## src/rtl/fft64_pkg.sv

```systemverilog
// ----------------------------------------------------------------------------
// fft64_pkg
// Shared types, constants and the twiddle table of the 64-point FFT core.
// ----------------------------------------------------------------------------
package fft64_pkg;

  localparam int N_POINTS     = 64;
  localparam int LOG2_POINTS  = 6;
  localparam int SAMPLE_W     = 8;
  localparam int DATA_W       = 2 * SAMPLE_W;        // {real, imag}
  localparam int BANK_DEPTH   = N_POINTS / 2;        // two banks
  localparam int BANK_AW      = LOG2_POINTS - 1;
  localparam int TW_AW        = LOG2_POINTS - 1;
  localparam int Q_SHIFT      = 6;                   // Q6 twiddles
  localparam int PROD_W       = 2 * SAMPLE_W;
  localparam int DRAIN_CYCLES = 2;                   // read-to-write latency
  localparam int DRAIN_W      = $clog2(DRAIN_CYCLES);

  // Sequencer states
  typedef enum logic [1:0] {
    ST_COLLECT,
    ST_FFT,
    ST_DRAIN,
    ST_OUTPUT
  } fft_state_t;

  // Butterfly request issued together with the bank reads
  typedef struct packed {
    logic               valid;
    logic               swap;     // top entry lives in bank 1
    logic [TW_AW-1:0]   tw_idx;
    logic [BANK_AW-1:0] addr0;    // bank 0 address
    logic [BANK_AW-1:0] addr1;    // bank 1 address
  } bfly_req_t;

  // Write-back of one butterfly, one entry per bank
  typedef struct packed {
    logic               we;
    logic [BANK_AW-1:0] addr0;
    logic [BANK_AW-1:0] addr1;
    logic [DATA_W-1:0]  data0;
    logic [DATA_W-1:0]  data1;
  } bank_wr_t;

  // Twiddle table: cos in the high byte, sin in the low byte, Q6
  function automatic logic [DATA_W-1:0] twiddle(input logic [TW_AW-1:0] idx);
    logic [DATA_W-1:0] w;
    case (idx)
      5'd0:  w = 16'h4000;
      5'd1:  w = 16'h4006;
      5'd2:  w = 16'h3F0C;
      5'd3:  w = 16'h3D13;
      5'd4:  w = 16'h3B18;
      5'd5:  w = 16'h381E;
      5'd6:  w = 16'h3524;
      5'd7:  w = 16'h3129;
      5'd8:  w = 16'h2D2D;
      5'd9:  w = 16'h2931;
      5'd10: w = 16'h2435;
      5'd11: w = 16'h1E38;
      5'd12: w = 16'h183B;
      5'd13: w = 16'h133D;
      5'd14: w = 16'h0C3F;
      5'd15: w = 16'h0640;
      5'd16: w = 16'h0040;
      5'd17: w = 16'hFA40;
      5'd18: w = 16'hF43F;
      5'd19: w = 16'hED3D;
      5'd20: w = 16'hE83B;
      5'd21: w = 16'hE238;
      5'd22: w = 16'hDC35;
      5'd23: w = 16'hD731;
      5'd24: w = 16'hD32D;
      5'd25: w = 16'hCF29;
      5'd26: w = 16'hCB24;
      5'd27: w = 16'hC81E;
      5'd28: w = 16'hC518;
      5'd29: w = 16'hC313;
      5'd30: w = 16'hC10C;
      5'd31: w = 16'hC006;
      default: w = 16'h4000;
    endcase
    return w;
  endfunction

  // Bit reversal of a point index
  function automatic logic [LOG2_POINTS-1:0] bit_rev(input logic [LOG2_POINTS-1:0] v);
    logic [LOG2_POINTS-1:0] r;
    for (int i = 0; i < LOG2_POINTS; i++) begin
      r[i] = v[LOG2_POINTS-1-i];
    end
    return r;
  endfunction

endpackage

```

## src/rtl/fft64_in_if.sv

```systemverilog
// ----------------------------------------------------------------------------
// fft64_in_if
// Sample channel: valid/ready handshake with one signed real sample.
// ----------------------------------------------------------------------------
interface fft64_in_if;
  logic                                   valid;
  logic                                   ready;
  logic signed [fft64_pkg::SAMPLE_W-1:0]  sample;

  modport source (output valid, output sample, input ready);
  modport sink   (input valid, input sample, output ready);
endinterface

```

## src/rtl/fft64_out_if.sv

```systemverilog
// ----------------------------------------------------------------------------
// fft64_out_if
// Bin channel: valid/ready handshake with one complex bin per request.
// ----------------------------------------------------------------------------
interface fft64_out_if;
  logic                                     valid;
  logic                                     ready;
  logic        [fft64_pkg::LOG2_POINTS-1:0] bin_index;
  logic signed [fft64_pkg::SAMPLE_W-1:0]    bin_real;
  logic signed [fft64_pkg::SAMPLE_W-1:0]    bin_imag;
  logic                                     last_bin;

  modport source (output valid, output bin_index, output bin_real, output bin_imag,
                  output last_bin, input ready);
  modport sink   (input valid, input bin_index, input bin_real, input bin_imag,
                  input last_bin, output ready);
endinterface

```

## src/rtl/fft64_ram.sv

```systemverilog
// ----------------------------------------------------------------------------
// fft64_ram
// Generic single-write, single-read RAM with registered, enabled read.
// ----------------------------------------------------------------------------
module fft64_ram #(
  parameter int  WIDTH = 16,
  parameter int  DEPTH = 32,
  localparam int AW    = $clog2(DEPTH)
) (
  input  logic             clk,
  input  logic             we,
  input  logic [AW-1:0]    waddr,
  input  logic [WIDTH-1:0] wdata,
  input  logic             re,
  input  logic [AW-1:0]    raddr,
  output logic [WIDTH-1:0] rdata
);

  logic [WIDTH-1:0] mem [DEPTH];
  logic [WIDTH-1:0] rdata_r;

  // write port
  always_ff @(posedge clk) begin
    if (we) begin
      mem[waddr] <= wdata;
    end
  end

  // read port, holds its data while re is low
  always_ff @(posedge clk) begin
    if (re) begin
      rdata_r <= mem[raddr];
    end
  end

  assign rdata = rdata_r;

endmodule

```

## src/rtl/fft64_bfly.sv

```systemverilog
// ----------------------------------------------------------------------------
// fft64_bfly
// Two-stage radix-2 butterfly: twiddle multiply, then add/subtract, halve
// and write back to the two banks.
// ----------------------------------------------------------------------------
module fft64_bfly (
  input  logic                           clk,
  input  logic                           rst_n,
  input  fft64_pkg::bfly_req_t           req,
  input  logic [fft64_pkg::DATA_W-1:0]   d0,
  input  logic [fft64_pkg::DATA_W-1:0]   d1,
  output fft64_pkg::bank_wr_t            wr
);

  localparam int SW = fft64_pkg::SAMPLE_W;
  localparam int PW = fft64_pkg::PROD_W;
  localparam int QS = fft64_pkg::Q_SHIFT;

  // operand select and twiddle lookup
  logic [fft64_pkg::DATA_W-1:0] a_w, b_w, tw;
  logic signed [SW-1:0]         c, s, br, bi;
  logic signed [PW-1:0]         p_cr, p_si, p_ci, p_sr;

  always_comb begin
    a_w  = req.swap ? d1 : d0;
    b_w  = req.swap ? d0 : d1;
    tw   = fft64_pkg::twiddle(req.tw_idx);
    c    = tw[2*SW-1:SW];
    s    = tw[SW-1:0];
    br   = b_w[2*SW-1:SW];
    bi   = b_w[SW-1:0];
    p_cr = c * br;
    p_si = s * bi;
    p_ci = c * bi;
    p_sr = s * br;
  end

  // product stage registers
  logic                         v2_r;
  fft64_pkg::bfly_req_t         req2_r;
  logic signed [PW-1:0]         p_cr_r, p_si_r, p_ci_r, p_sr_r;
  logic [fft64_pkg::DATA_W-1:0] a_r, b_r;
  logic                         cz_r, sz_r;

  always_ff @(posedge clk) begin
    if (!rst_n) begin
      v2_r <= 1'b0;
    end else begin
      v2_r <= req.valid;
    end
  end

  always_ff @(posedge clk) begin
    req2_r <= req;
    p_cr_r <= p_cr;
    p_si_r <= p_si;
    p_ci_r <= p_ci;
    p_sr_r <= p_sr;
    a_r    <= a_w;
    b_r    <= b_w;
    cz_r   <= (c == '0);
    sz_r   <= (s == '0);
  end

  // rotated term and butterfly
  logic signed [PW:0]   rot_re, rot_im;
  logic signed [SW:0]   tr, ti;
  logic signed [SW-1:0] ar, ai, br2, bi2;
  logic signed [SW+1:0] sum_re, sum_im, dif_re, dif_im;
  logic [fft64_pkg::DATA_W-1:0] top_val, bot_val;

  always_comb begin
    ar     = a_r[2*SW-1:SW];
    ai     = a_r[SW-1:0];
    br2    = b_r[2*SW-1:SW];
    bi2    = b_r[SW-1:0];
    rot_re = (PW+1)'(p_cr_r) - (PW+1)'(p_si_r);
    rot_im = (PW+1)'(p_ci_r) + (PW+1)'(p_sr_r);
    if (cz_r) begin
      // quarter turn: (-imag, real), exact
      tr = -(SW+1)'(bi2);
      ti = (SW+1)'(br2);
    end else if (sz_r) begin
      tr = (SW+1)'(br2);
      ti = (SW+1)'(bi2);
    end else begin
      // shift right by Q_SHIFT, wrap to eight bits
      tr = (SW+1)'($signed(rot_re[QS+SW-1:QS]));
      ti = (SW+1)'($signed(rot_im[QS+SW-1:QS]));
    end
    sum_re  = (SW+2)'(ar) + (SW+2)'(tr);
    sum_im  = (SW+2)'(ai) + (SW+2)'(ti);
    dif_re  = (SW+2)'(ar) - (SW+2)'(tr);
    dif_im  = (SW+2)'(ai) - (SW+2)'(ti);
    top_val = {sum_re[SW:1], sum_im[SW:1]};
    bot_val = {dif_re[SW:1], dif_im[SW:1]};
  end

  // route results to the banks
  always_comb begin
    wr.we    = v2_r;
    wr.addr0 = req2_r.addr0;
    wr.addr1 = req2_r.addr1;
    wr.data0 = req2_r.swap ? bot_val : top_val;
    wr.data1 = req2_r.swap ? top_val : bot_val;
  end

endmodule

```

## src/rtl/fixed_point_fft_64_core.sv

```systemverilog
// ----------------------------------------------------------------------------
// fixed_point_fft_64_core
// 64-point radix-2 DIT FFT of real 8-bit samples with per-stage halving.
// ----------------------------------------------------------------------------
// Samples are taken one per cycle while a frame is being collected; each is
// written to its bit-reversed slot of a work buffer split into two 32-entry
// banks (bank = parity of the index), so both entries of a butterfly are
// read and written in the same cycle. After the 64th sample the block stops
// taking samples, runs six stages of 32 butterflies at one butterfly per
// cycle plus a drain per stage that covers the read-to-write latency of
// the butterfly pipeline, then streams the 64 bins in index order at one
// per cycle when the sink is ready. The output phase covers the 64 reads,
// the read latency of the banks and the hand back to collection. If the
// sink holds off, the last bin waits in the output register while the next
// frame is collected.
// ----------------------------------------------------------------------------
module fixed_point_fft_64_core (
  input  logic         clk,
  input  logic         rst_n,
  fft64_in_if.sink     in_ch,
  fft64_out_if.source  out_ch
);

  localparam int LP = fft64_pkg::LOG2_POINTS;
  localparam int AW = fft64_pkg::BANK_AW;
  localparam int DW = fft64_pkg::DATA_W;
  localparam int SW = fft64_pkg::SAMPLE_W;
  localparam int LW = $clog2(LP + 1);

  // sequencer registers
  fft64_pkg::fft_state_t state_r, state_nxt;
  logic [LP-1:0]                  cnt_r, cnt_nxt;
  logic [LW-1:0]                  lvl_r, lvl_nxt;
  logic [AW-1:0]                  bf_r, bf_nxt;
  logic [fft64_pkg::DRAIN_W-1:0]  drain_r, drain_nxt;
  logic [LP:0]                    outk_r, outk_nxt;
  fft64_pkg::bfly_req_t           req_r, req_nxt;

  // output path registers
  logic          p_valid_r, p_valid_nxt;
  logic          p_bank_r;
  logic [LP-1:0] p_idx_r;
  logic          out_valid_r, out_valid_nxt;
  logic [LP-1:0] out_index_r;
  logic [SW-1:0] out_real_r, out_imag_r;
  logic          out_last_r;

  // bank ports
  logic [DW-1:0]   rdata0, rdata1;
  logic            we0, we1, re;
  logic [AW-1:0]   waddr0, waddr1, raddr0, raddr1;
  logic [DW-1:0]   wdata0, wdata1;
  fft64_pkg::bank_wr_t bwr;

  // handshake terms
  logic          in_acc, stall_out, issue_out, fft_issue;
  logic          stage_end, drain_end, frame_end, out_done;
  logic [LP-1:0] in_slot;

  // butterfly address generation
  logic [LP-1:0] half, lowmask, bf6, top_a, bot_a;
  logic          swap;
  logic [AW-1:0] tw_idx;

  always_comb begin
    half    = LP'(1) << lvl_r;
    lowmask = half - LP'(1);
    bf6     = LP'(bf_r);
    top_a   = ((bf6 & ~lowmask) << 1) | (bf6 & lowmask);
    bot_a   = top_a | half;
    swap    = ^top_a;
    tw_idx  = AW'(bf6 & lowmask) << (LW'(AW) - lvl_r);
  end

  // status terms
  always_comb begin
    in_acc    = in_ch.valid && in_ch.ready;
    in_slot   = fft64_pkg::bit_rev(cnt_r);
    frame_end = in_acc && (cnt_r == LP'(fft64_pkg::N_POINTS - 1));
    stage_end = (bf_r == AW'(fft64_pkg::BANK_DEPTH - 1));
    drain_end = (drain_r == fft64_pkg::DRAIN_W'(fft64_pkg::DRAIN_CYCLES - 1));
    stall_out = out_valid_r && !out_ch.ready;
    out_done  = outk_r[LP] && !p_valid_r;
  end

  // next state
  always_comb begin
    state_nxt = state_r;
    unique case (state_r)
      fft64_pkg::ST_COLLECT: if (frame_end) state_nxt = fft64_pkg::ST_FFT;
      fft64_pkg::ST_FFT:     if (stage_end) state_nxt = fft64_pkg::ST_DRAIN;
      fft64_pkg::ST_DRAIN: begin
        if (drain_end) begin
          state_nxt = (lvl_r == LW'(LP)) ? fft64_pkg::ST_OUTPUT : fft64_pkg::ST_FFT;
        end
      end
      fft64_pkg::ST_OUTPUT:  if (out_done) state_nxt = fft64_pkg::ST_COLLECT;
      default:               state_nxt = fft64_pkg::ST_COLLECT;
    endcase
  end

  // state outputs
  always_comb begin
    in_ch.ready = 1'b0;
    fft_issue   = 1'b0;
    issue_out   = 1'b0;
    unique case (state_r)
      fft64_pkg::ST_COLLECT: in_ch.ready = 1'b1;
      fft64_pkg::ST_FFT:     fft_issue   = 1'b1;
      fft64_pkg::ST_DRAIN:   ;
      fft64_pkg::ST_OUTPUT:  issue_out   = !outk_r[LP] && !(p_valid_r && stall_out);
      default:               ;
    endcase
  end

  // counters and butterfly request
  always_comb begin
    cnt_nxt   = cnt_r;
    lvl_nxt   = lvl_r;
    bf_nxt    = bf_r;
    drain_nxt = drain_r;
    outk_nxt  = outk_r;
    if (in_acc) begin
      cnt_nxt = cnt_r + LP'(1);
    end
    if (frame_end) begin
      lvl_nxt = '0;
      bf_nxt  = '0;
    end
    if (fft_issue) begin
      bf_nxt    = bf_r + AW'(1);
      drain_nxt = '0;
      if (stage_end) begin
        lvl_nxt = lvl_r + LW'(1);
      end
    end
    if (state_r == fft64_pkg::ST_DRAIN) begin
      drain_nxt = drain_r + fft64_pkg::DRAIN_W'(1);
      if (drain_end) begin
        outk_nxt = '0;
      end
    end
    if (issue_out) begin
      outk_nxt = outk_r + (LP+1)'(1);
    end

    req_nxt.valid = fft_issue;
    req_nxt.swap  = swap;
    req_nxt.tw_idx = tw_idx;
    req_nxt.addr0 = swap ? bot_a[AW-1:0] : top_a[AW-1:0];
    req_nxt.addr1 = swap ? top_a[AW-1:0] : bot_a[AW-1:0];
  end

  // output pipeline: bank read stage, then output register
  always_comb begin
    p_valid_nxt = p_valid_r;
    if (issue_out) begin
      p_valid_nxt = 1'b1;
    end else if (!stall_out) begin
      p_valid_nxt = 1'b0;
    end
    out_valid_nxt = out_valid_r;
    if (p_valid_r && !stall_out) begin
      out_valid_nxt = 1'b1;
    end else if (out_ch.ready) begin
      out_valid_nxt = 1'b0;
    end
  end

  // control registers
  always_ff @(posedge clk) begin
    if (!rst_n) begin
      state_r     <= fft64_pkg::ST_COLLECT;
      cnt_r       <= '0;
      lvl_r       <= '0;
      bf_r        <= '0;
      drain_r     <= '0;
      outk_r      <= '0;
      req_r       <= '0;
      p_valid_r   <= 1'b0;
      out_valid_r <= 1'b0;
    end else begin
      state_r     <= state_nxt;
      cnt_r       <= cnt_nxt;
      lvl_r       <= lvl_nxt;
      bf_r        <= bf_nxt;
      drain_r     <= drain_nxt;
      outk_r      <= outk_nxt;
      req_r       <= req_nxt;
      p_valid_r   <= p_valid_nxt;
      out_valid_r <= out_valid_nxt;
    end
  end

  // payload registers of the output path
  always_ff @(posedge clk) begin
    if (issue_out) begin
      p_bank_r <= ^outk_r[LP-1:0];
      p_idx_r  <= outk_r[LP-1:0];
    end
    if (p_valid_r && !stall_out) begin
      out_index_r <= p_idx_r;
      out_real_r  <= p_bank_r ? rdata1[DW-1:SW] : rdata0[DW-1:SW];
      out_imag_r  <= p_bank_r ? rdata1[SW-1:0]  : rdata0[SW-1:0];
      out_last_r  <= (p_idx_r == LP'(fft64_pkg::N_POINTS - 1));
    end
  end

  // bank port muxing: butterfly write-back or incoming sample
  always_comb begin
    re     = fft_issue || issue_out;
    raddr0 = fft_issue ? req_nxt.addr0 : outk_r[AW-1:0];
    raddr1 = fft_issue ? req_nxt.addr1 : outk_r[AW-1:0];
    if (bwr.we) begin
      we0    = 1'b1;
      we1    = 1'b1;
      waddr0 = bwr.addr0;
      waddr1 = bwr.addr1;
      wdata0 = bwr.data0;
      wdata1 = bwr.data1;
    end else begin
      we0    = in_acc && !(^in_slot);
      we1    = in_acc && (^in_slot);
      waddr0 = in_slot[AW-1:0];
      waddr1 = in_slot[AW-1:0];
      wdata0 = {in_ch.sample, SW'(0)};
      wdata1 = {in_ch.sample, SW'(0)};
    end
  end

  fft64_ram #(
    .WIDTH (DW),
    .DEPTH (fft64_pkg::BANK_DEPTH)
  ) u_bank0 (
    .clk   (clk),
    .we    (we0),
    .waddr (waddr0),
    .wdata (wdata0),
    .re    (re),
    .raddr (raddr0),
    .rdata (rdata0)
  );

  fft64_ram #(
    .WIDTH (DW),
    .DEPTH (fft64_pkg::BANK_DEPTH)
  ) u_bank1 (
    .clk   (clk),
    .we    (we1),
    .waddr (waddr1),
    .wdata (wdata1),
    .re    (re),
    .raddr (raddr1),
    .rdata (rdata1)
  );

  fft64_bfly u_bfly (
    .clk   (clk),
    .rst_n (rst_n),
    .req   (req_r),
    .d0    (rdata0),
    .d1    (rdata1),
    .wr    (bwr)
  );

  // result channel
  assign out_ch.valid     = out_valid_r;
  assign out_ch.bin_index = out_index_r;
  assign out_ch.bin_real  = out_real_r;
  assign out_ch.bin_imag  = out_imag_r;
  assign out_ch.last_bin  = out_last_r;

endmodule
```

## src/flat_wrapper.sv

```systemverilog
// flat-port wrapper written by rule: the top's interface ports become plain ports
module fixed_point_fft_64_core_flat 
  (clk, rst_n, in_ch_valid, in_ch_sample, in_ch_ready, out_ch_valid, out_ch_bin_index, out_ch_bin_real, out_ch_bin_imag, out_ch_last_bin, out_ch_ready);
  fft64_in_if in_ch_i ();
  fft64_out_if out_ch_i ();
  input  logic clk;
  input  logic rst_n;
  input wire logic [$bits(in_ch_i.valid)-1:0] in_ch_valid;
  input wire logic [$bits(in_ch_i.sample)-1:0] in_ch_sample;
  output wire logic [$bits(in_ch_i.ready)-1:0] in_ch_ready;
  output wire logic [$bits(out_ch_i.valid)-1:0] out_ch_valid;
  output wire logic [$bits(out_ch_i.bin_index)-1:0] out_ch_bin_index;
  output wire logic [$bits(out_ch_i.bin_real)-1:0] out_ch_bin_real;
  output wire logic [$bits(out_ch_i.bin_imag)-1:0] out_ch_bin_imag;
  output wire logic [$bits(out_ch_i.last_bin)-1:0] out_ch_last_bin;
  input wire logic [$bits(out_ch_i.ready)-1:0] out_ch_ready;
  assign in_ch_i.valid = in_ch_valid;
  assign in_ch_i.sample = in_ch_sample;
  assign in_ch_ready = in_ch_i.ready;
  assign out_ch_valid = out_ch_i.valid;
  assign out_ch_bin_index = out_ch_i.bin_index;
  assign out_ch_bin_real = out_ch_i.bin_real;
  assign out_ch_bin_imag = out_ch_i.bin_imag;
  assign out_ch_last_bin = out_ch_i.last_bin;
  assign out_ch_i.ready = out_ch_ready;
  fixed_point_fft_64_core u_core (.clk(clk), .rst_n(rst_n), .in_ch(in_ch_i), .out_ch(out_ch_i));
endmodule
```

## config.mk

```make
export PLATFORM = sky130hd
export DESIGN_NAME = fixed_point_fft_64_core_flat
export DESIGN_NICKNAME = d
export VERILOG_FILES = /design/src/rtl/fft64_pkg.sv /design/src/rtl/fft64_in_if.sv /design/src/rtl/fft64_out_if.sv /design/src/rtl/fft64_ram.sv /design/src/rtl/fft64_bfly.sv /design/src/rtl/fixed_point_fft_64_core.sv /design/src/flat_wrapper.sv
export SDC_FILE = /design/constraint.sdc
export NUM_CORES = 2
export LEC_CHECK = 0
export ABC_AREA = 1
export BUFFER_PORTS_ARGS = -buffer_cell sky130_fd_sc_hd__buf_4
export CAP_MARGIN = 5
export CORE_ASPECT_RATIO = 1.4
export CORE_UTILIZATION = 35
export CTS_CLUSTER_SIZE = 20
export DETAILED_ROUTE_END_ITERATION = 10
export PLACE_DENSITY_LB_ADDON = 0.05
export SYNTH_ARGS = -nofsm -noshare
export SYNTH_HDL_FRONTEND = slang
export SYNTH_HIERARCHICAL = 1
export SYNTH_SLANG_ARGS = --single-unit
```

## constraint.sdc

```tcl
create_clock -name clk -period 6.95 [get_ports clk]
set_input_delay 0.3475 -clock clk [delete_from_list [all_inputs] [get_ports clk]]
set_output_delay 0.3475 -clock clk [all_outputs]
set_load 0.01 [all_outputs]
```

======== Word-level counts from Yosys, hierarchy flattened ========
Memories as Yosys holds them, arrays and structs flattened. A register that Yosys moved wholly into a read port is not among the register bits.
Index checks and enable logic that the tools add are counted.
storage, ports and cells
  register bits after elaboration ......... 170
  RAM bits ................................ 1024
  bits in read-only memories .............. 480
  output and inout port bits .............. 25
  logic and storage cells ................. 147
  memories kept ........................... 3
operators by class
  add/sub/neg operators ................... 14
  multiply operators ...................... 4
  eq/ne operators ......................... 12
  shift operators ......................... 2
  multiplexer cells ....................... 48
  bitwise operators ....................... 5
  reductions and logical operators ........ 29
memories
  name                depth  bits a word  read ports  clocked after memory_dff  write ports  line             text
  u_core.u_bank0.mem  32     16           1           1                         1            fft64_ram.sv:19  logic [WIDTH-1:0] mem [DEPTH];
  u_core.u_bank1.mem  32     16           1           1                         1            fft64_ram.sv:19
  (name not given)    32     15           1           1                         0            fft64_pkg.sv:48  case (idx)
operators by type and width
  operator                                       count
  2-to-1 mux 16 bit                              6
  multiplier 8 x 8 -> 14 bit                     4
  2-to-1 mux 5 bit                               9
  2-to-1 mux 9 bit                               4
  2-to-1 mux 7 bit                               3
  adder 8 x 9 -> 9 bit                           2
  parity 6 bit                                   3
  subtractor 8 x 9 -> 9 bit                      2
  logical NOT 8 bit                              2
  2-to-1 mux 8 bit                               2
  2-to-1 mux 1 bit                               15
  adder 14 bit                                   1
  subtractor 14 bit                              1
  equality test 6 bit, second input constant     2
  2-to-1 mux 2 bit                               5
  nonzero test 2 bit                             5
  logical AND 1 bit                              9
  2-to-1 mux 3 bit                               3
  negator 8 -> 9 bit                             1
  != test 2 x 1 -> 1 bit, second input constant  4
  case mux 2 bit (4 select lines)                1
  adder 7 x 1 -> 7 bit, second input constant    1
  adder 6 x 1 -> 6 bit, second input constant    1
  AND 5 x 6 -> 6 bit                             1
  other kinds (21)                               27

======== Longest topological paths before layout ========
  depth after elaboration ................. 8
  gate-level depth with buffers ........... 31

======== Cells and area by module ========
Netlist, hierarchy kept.
modules (own cells, without submodules)
  module                   times used  cells an instance  area each (µm²)
  fft64_ram                2           1794               21461.8
  fft64_bfly               1           1919               14291.2
  fixed_point_fft_64_core  1           498                3921.3

======== Least setup slack after synthesis ========
No wires, ideal clock.
  path type ............................... register to register
  start point ............................. register u_core/req_r[11] (netlist name)
  end point ............................... register u_core.u_bfly.p_cr_r[12]
  arrival ................................. 5.213 ns
  setup slack ............................. 1.665 ns
  stages on the path, launching flop included .. 27
  path buffers ............................ 1
  clock period less this slack ............ 5.285 ns
  cell sequence ........................... dfxtp_1 > inv_1 > ha_1 > or2_1 > nand2_1 > o21ai_1 > nand2_1 > o21ai_1 > inv_1 > buf_2 > nand2_1 > fa_1 > fa_1 > inv_1 > fa_1 > inv_1 > fa_1 > inv_1 > ha_1 > a21oi_1 > nand2_1 > a21o_1 > a21oi_1 > nor2_1 > o21a_1 > nor2_1 > xnor2_1
RTL lines
  what                    line              text
  end signal: assignment  fft64_bfly.sv:55  p_cr_r <= p_cr;
  end: declaration        fft64_bfly.sv:41  logic signed [PW-1:0] p_cr_r, p_si_r, p_ci_r, p_sr_r;

==> impl_metrics.toml <==
[timing]
fin_hold_ws_ps = 120.1
final_critical_path_setup_slack_ps = 952.2
max-slew-margin-rel_pct = 22.82
timing_max_transition_violations_final = 0
setup_viol = 0
timing_worst_slew_pin_value_ps = 1156
layout_worst_path_cycle_share_pct = 86.30
setup_total_negative_slack_ps = 0
maxClockFrequency_mhz = 166.7
unrepaired_setup_endpoints_after_global_routing = "false"
finalWorstPathRequiredPeriod_ps = 5998
skew_ps = 43.34
hold_viol = 0

[floorplan]
ioPinCount = 37
die_h_um = 496.5
design.die.area_um2 = 176400
core-area_um2 = 173700
floorplan.initialDensity_pct = 35.20
die_width_um = 355.2
rows = 181

[global_route]
grt_use_total_pct = 21.70
grt_antenna_before_repair = 10
number_of_global_route_vias_before_repair = 41930
grt-ovfl-total = 0
grt_first_pass_wirelength_um = 281300
largest_net_degree_at_the_start_of_global_routing = 168

[flow_run]
max_cap_viol_count = 0

[synthesis]
netlist.top_cell.by_area = "edfxtp_1"
synthAdderAreaFrac_pct = 9.623
synth.top_cells.by_area = "edfxtp_1 53%, nand2_1 12%, nand3_1 7.3%"
yosys_register_bits = 1231
post_synth_mux_area_share_pct = 0.2947
synth_cell_types = 57
ys_seq_area_share_pct = 58.09
yosysWarnings = 6
synth.net_count = 6390
synthesized_area_fraction_occupied_by_ao_oa_aoi_and_oai_cells_pct = 2.710
post_syn_instances = 6005
synth_xor_xnor_area_share_pct = 1.175
postSynth.asyncResetShare_pct = 0
synth_enable_flop_cells = 1086
synth_largest_type_area_fraction_pct = 53.34
yosys.area_share.simple_pct = 21.86
synth_ff_type = "edfxtp_1"
synth_top_family_by_area = "simple AND/OR/NAND/NOR gates"
synth.cell_area_um2 = 61140
syn-mean-instance-area_um2 = 10.18

[setup_path]
cp_data_required_time_ps = 7620
critPathKind = "register to register"
reg2reg_slack_ps = 950
ff2ff_path_depth = 23
worstPathArrival_ps = 6670
regToRegEndpoint = "u_core/u_bfly/p_cr_r[12]"
crit_fanout = 22
r2r_path_start = "u_core/req_r[13]"
crit_path_end_kind = "register"
cp-start-kind = "register"

[power]
ir_drop_mv = 0.2840
power.density_nw_per_um2 = 315.2
leakage_power_figure_nw = 27.16
power.total_mw = 21.36

[min_path]
worst_hold_path_type = "input pin to register"
hold_end = "u_core/cnt_r[1]"
cell_depth_of_the_worst_hold_path = 4
hold_path.startpoint = "in_ch_valid"

[place]
placed_cells = 8165
place.gp.congestion = 0.8689
pre_cts_ws_ps = 1061
port_buffers = 36
dpl.hpwl_um = 121300
placed_cell_area_um2 = 63650

[cells_and_area]
fin_cells = 8407
finalNetCount = 6400
num-fill-cells = 17160
drive_gt1_share_pct = 7.276
finalInstanceArea_um2 = 67780
utilization_pct = 39.02
layout.area.seq_um2 = 35520
area_growth_pct = 10.86
multiInputGateArea_um2 = 21920

[detailed_routing]
wl_per_cell_um = 22.77
antenna_left = 0
routed_wl_um = 191400
first_iter_violations = 2811
drcViolationCount = 4
drt_first_pass_iters = 9
vias_per_cell = 4.973
dr_total_vias = 41810

[clock_network]
clk_path_buf_depth = 3
cts.repair.resized = 0
cts_post_setup_buffers_inserted = 0
h_tree_depth_reported_by_cts = 4
total_clock_buffers_created_by_cts = 133
cts.root.buffer_cell = "clkbuf_16"
cts.sink_count = 1231
clk_transition_reported_paths_ps = 60
worst_skew_pair.late_latency_ps = 780
tritoncts = "built"

[status]
violated_checks = "design-rule violations"
result_of_the_run = "finished with violations"
-- synthesized netlist by cell type (6+ instances only) --
cell and n:
xor2_1 54, buf_2 85, ha_1 211, inv_1 482
fa_1 162, nand4_1 8, edfxtp_1 1086, buf_4 69
nand2_1 1945, buf_6 50, buf_1 7, nor2_1 320
nor3_1 12, nand3_1 894, mux2_2 16, dfxtp_1 145
inv_2 11, nand2_2 9, o21a_1 8, o21ai_1 8
nor4_1 6, o21ai_0 83, clkbuf_1 85, o21bai_1 8
a31oi_1 6, a21oi_1 128, xnor2_1 28, a211oi_1 6
-- power by group --
part | total, mW | leakage, nW | switching (mW) | internal (mW)
combinational | 5.76 | 14.4 | 3.98 | 1.78
clock | 6.85 | 1.97 | 3.04 | 3.81
sequential | 8.75 | 10.7 | 0.240 | 8.51
total | 21.4 | 27.2 | 7.26 | 14.1
-- layout make-up --
type	instances	area share, %
diodes	4	0.01477
clock buffers	180	5.246
clock inverters	56	0.8030
inverters	498	2.789
multi-input cells	3975	32.34
flip-flops and latches	1231	52.40
well taps	2287	4.222
repair buffers	176	2.178
-- cell usage in the layout (no fill, tap or decap), types with 43 or more instances in the layout --
cell and instances:
nor2_1 300, inv_1 475, edfxtp_1 1086, fa_1 162
xor2_1 54, clkbuf_16 134, o21ai_0 81, buf_4 162
a21oi_1 127, nand3_1 894, nand2_1 1935, clkbuf_1 43
dfxtp_1 143, ha_1 211
-- logic make-up after synthesis --
family	after synthesis
compound gates	287
xor+xnor	82
fa+ha+maj	373
buf+inv	799
flops	1231
mux	16
simple gates	3217
-- metal layers --
| metal | vias up | track usage (%) | wire length, um |
|---|---|---|---|
| li1 | 20000 | - | - |
| met1 | 20790 | 28.07 | 83290 |
| met2 | 786 | 37.99 | 96560 |
| met3 | 233 | 2.398 | 6406 |
| met4 | 0 | 6.601 | 5169 |
| met5 | - | 0 | 0 |
-- how the worst max path moves through the flow --
stage,to,startpoint,depth (start not counted),slack (ps)
floorplan,u_core/u_bfly/p_cr_r[12],u_core/req_r[11],26,1670
global placement,u_core/u_bfly/p_cr_r[12],u_core/req_r[13],23,990
detailed placement,u_core/u_bfly/p_sr_r[12],u_core/req_r[13],24,1060
CTS,u_core/u_bfly/p_cr_r[12],u_core/req_r[11],25,1010
global route,u_core/u_bfly/p_cr_r[13],u_core/req_r[10],25,510
finish,u_core/u_bfly/p_cr_r[12],u_core/req_r[13],23,950
-- flip-flops by register name (all words and copies together) (netlist names), 3 cells and up --
signal,count
u_core/u_bfly/p_sr_r,14
u_core/u_bfly/p_ci_r,14
u_core/u_bank1/mem,512
u_core/out_ch.bin_imag,8
u_core/u_bfly/wr,10
u_core/req_r,17
u_core/outk_r,7
u_core/out_ch.bin_index,6
u_core/u_bank0/mem,512
u_core/out_ch.bin_real,8
u_core/u_bank0/rdata,16
u_core/cnt_r,6
u_core/p_idx_r,6
u_core/bf_r,5
u_core/u_bfly/b_r,16
u_core/u_bank1/rdata,16
u_core/lvl_r,3
u_core/u_bfly/a_r,16
u_core/u_bfly/p_si_r,14
u_core/u_bfly/p_cr_r,14
-- worst max-delay path: stages (launching register included) --
cell and delay [ps]:
dfxtp_1 790, inv_2 230, nand2_1 140, a21oi_1 60, a31oi_1 170, nand2_1 330, inv_1 370, nand2_1 130
fa_1 520, fa_1 550, inv_1 60, fa_1 530, inv_1 60, fa_1 530, inv_1 40, ha_1 340
a21oi_1 140, nand2_1 90, a21o_1 160, a21oi_1 200, nor2_1 60, o21a_1 160, nor2_1 110, xnor2_1 120
-- timing repair --
action	in CTS	in global routing
hold endpoints to repair	13	0
hold buffers	2	0
endpoints found under the setup margin	0	0
Power figures use the tool's default switching activity.
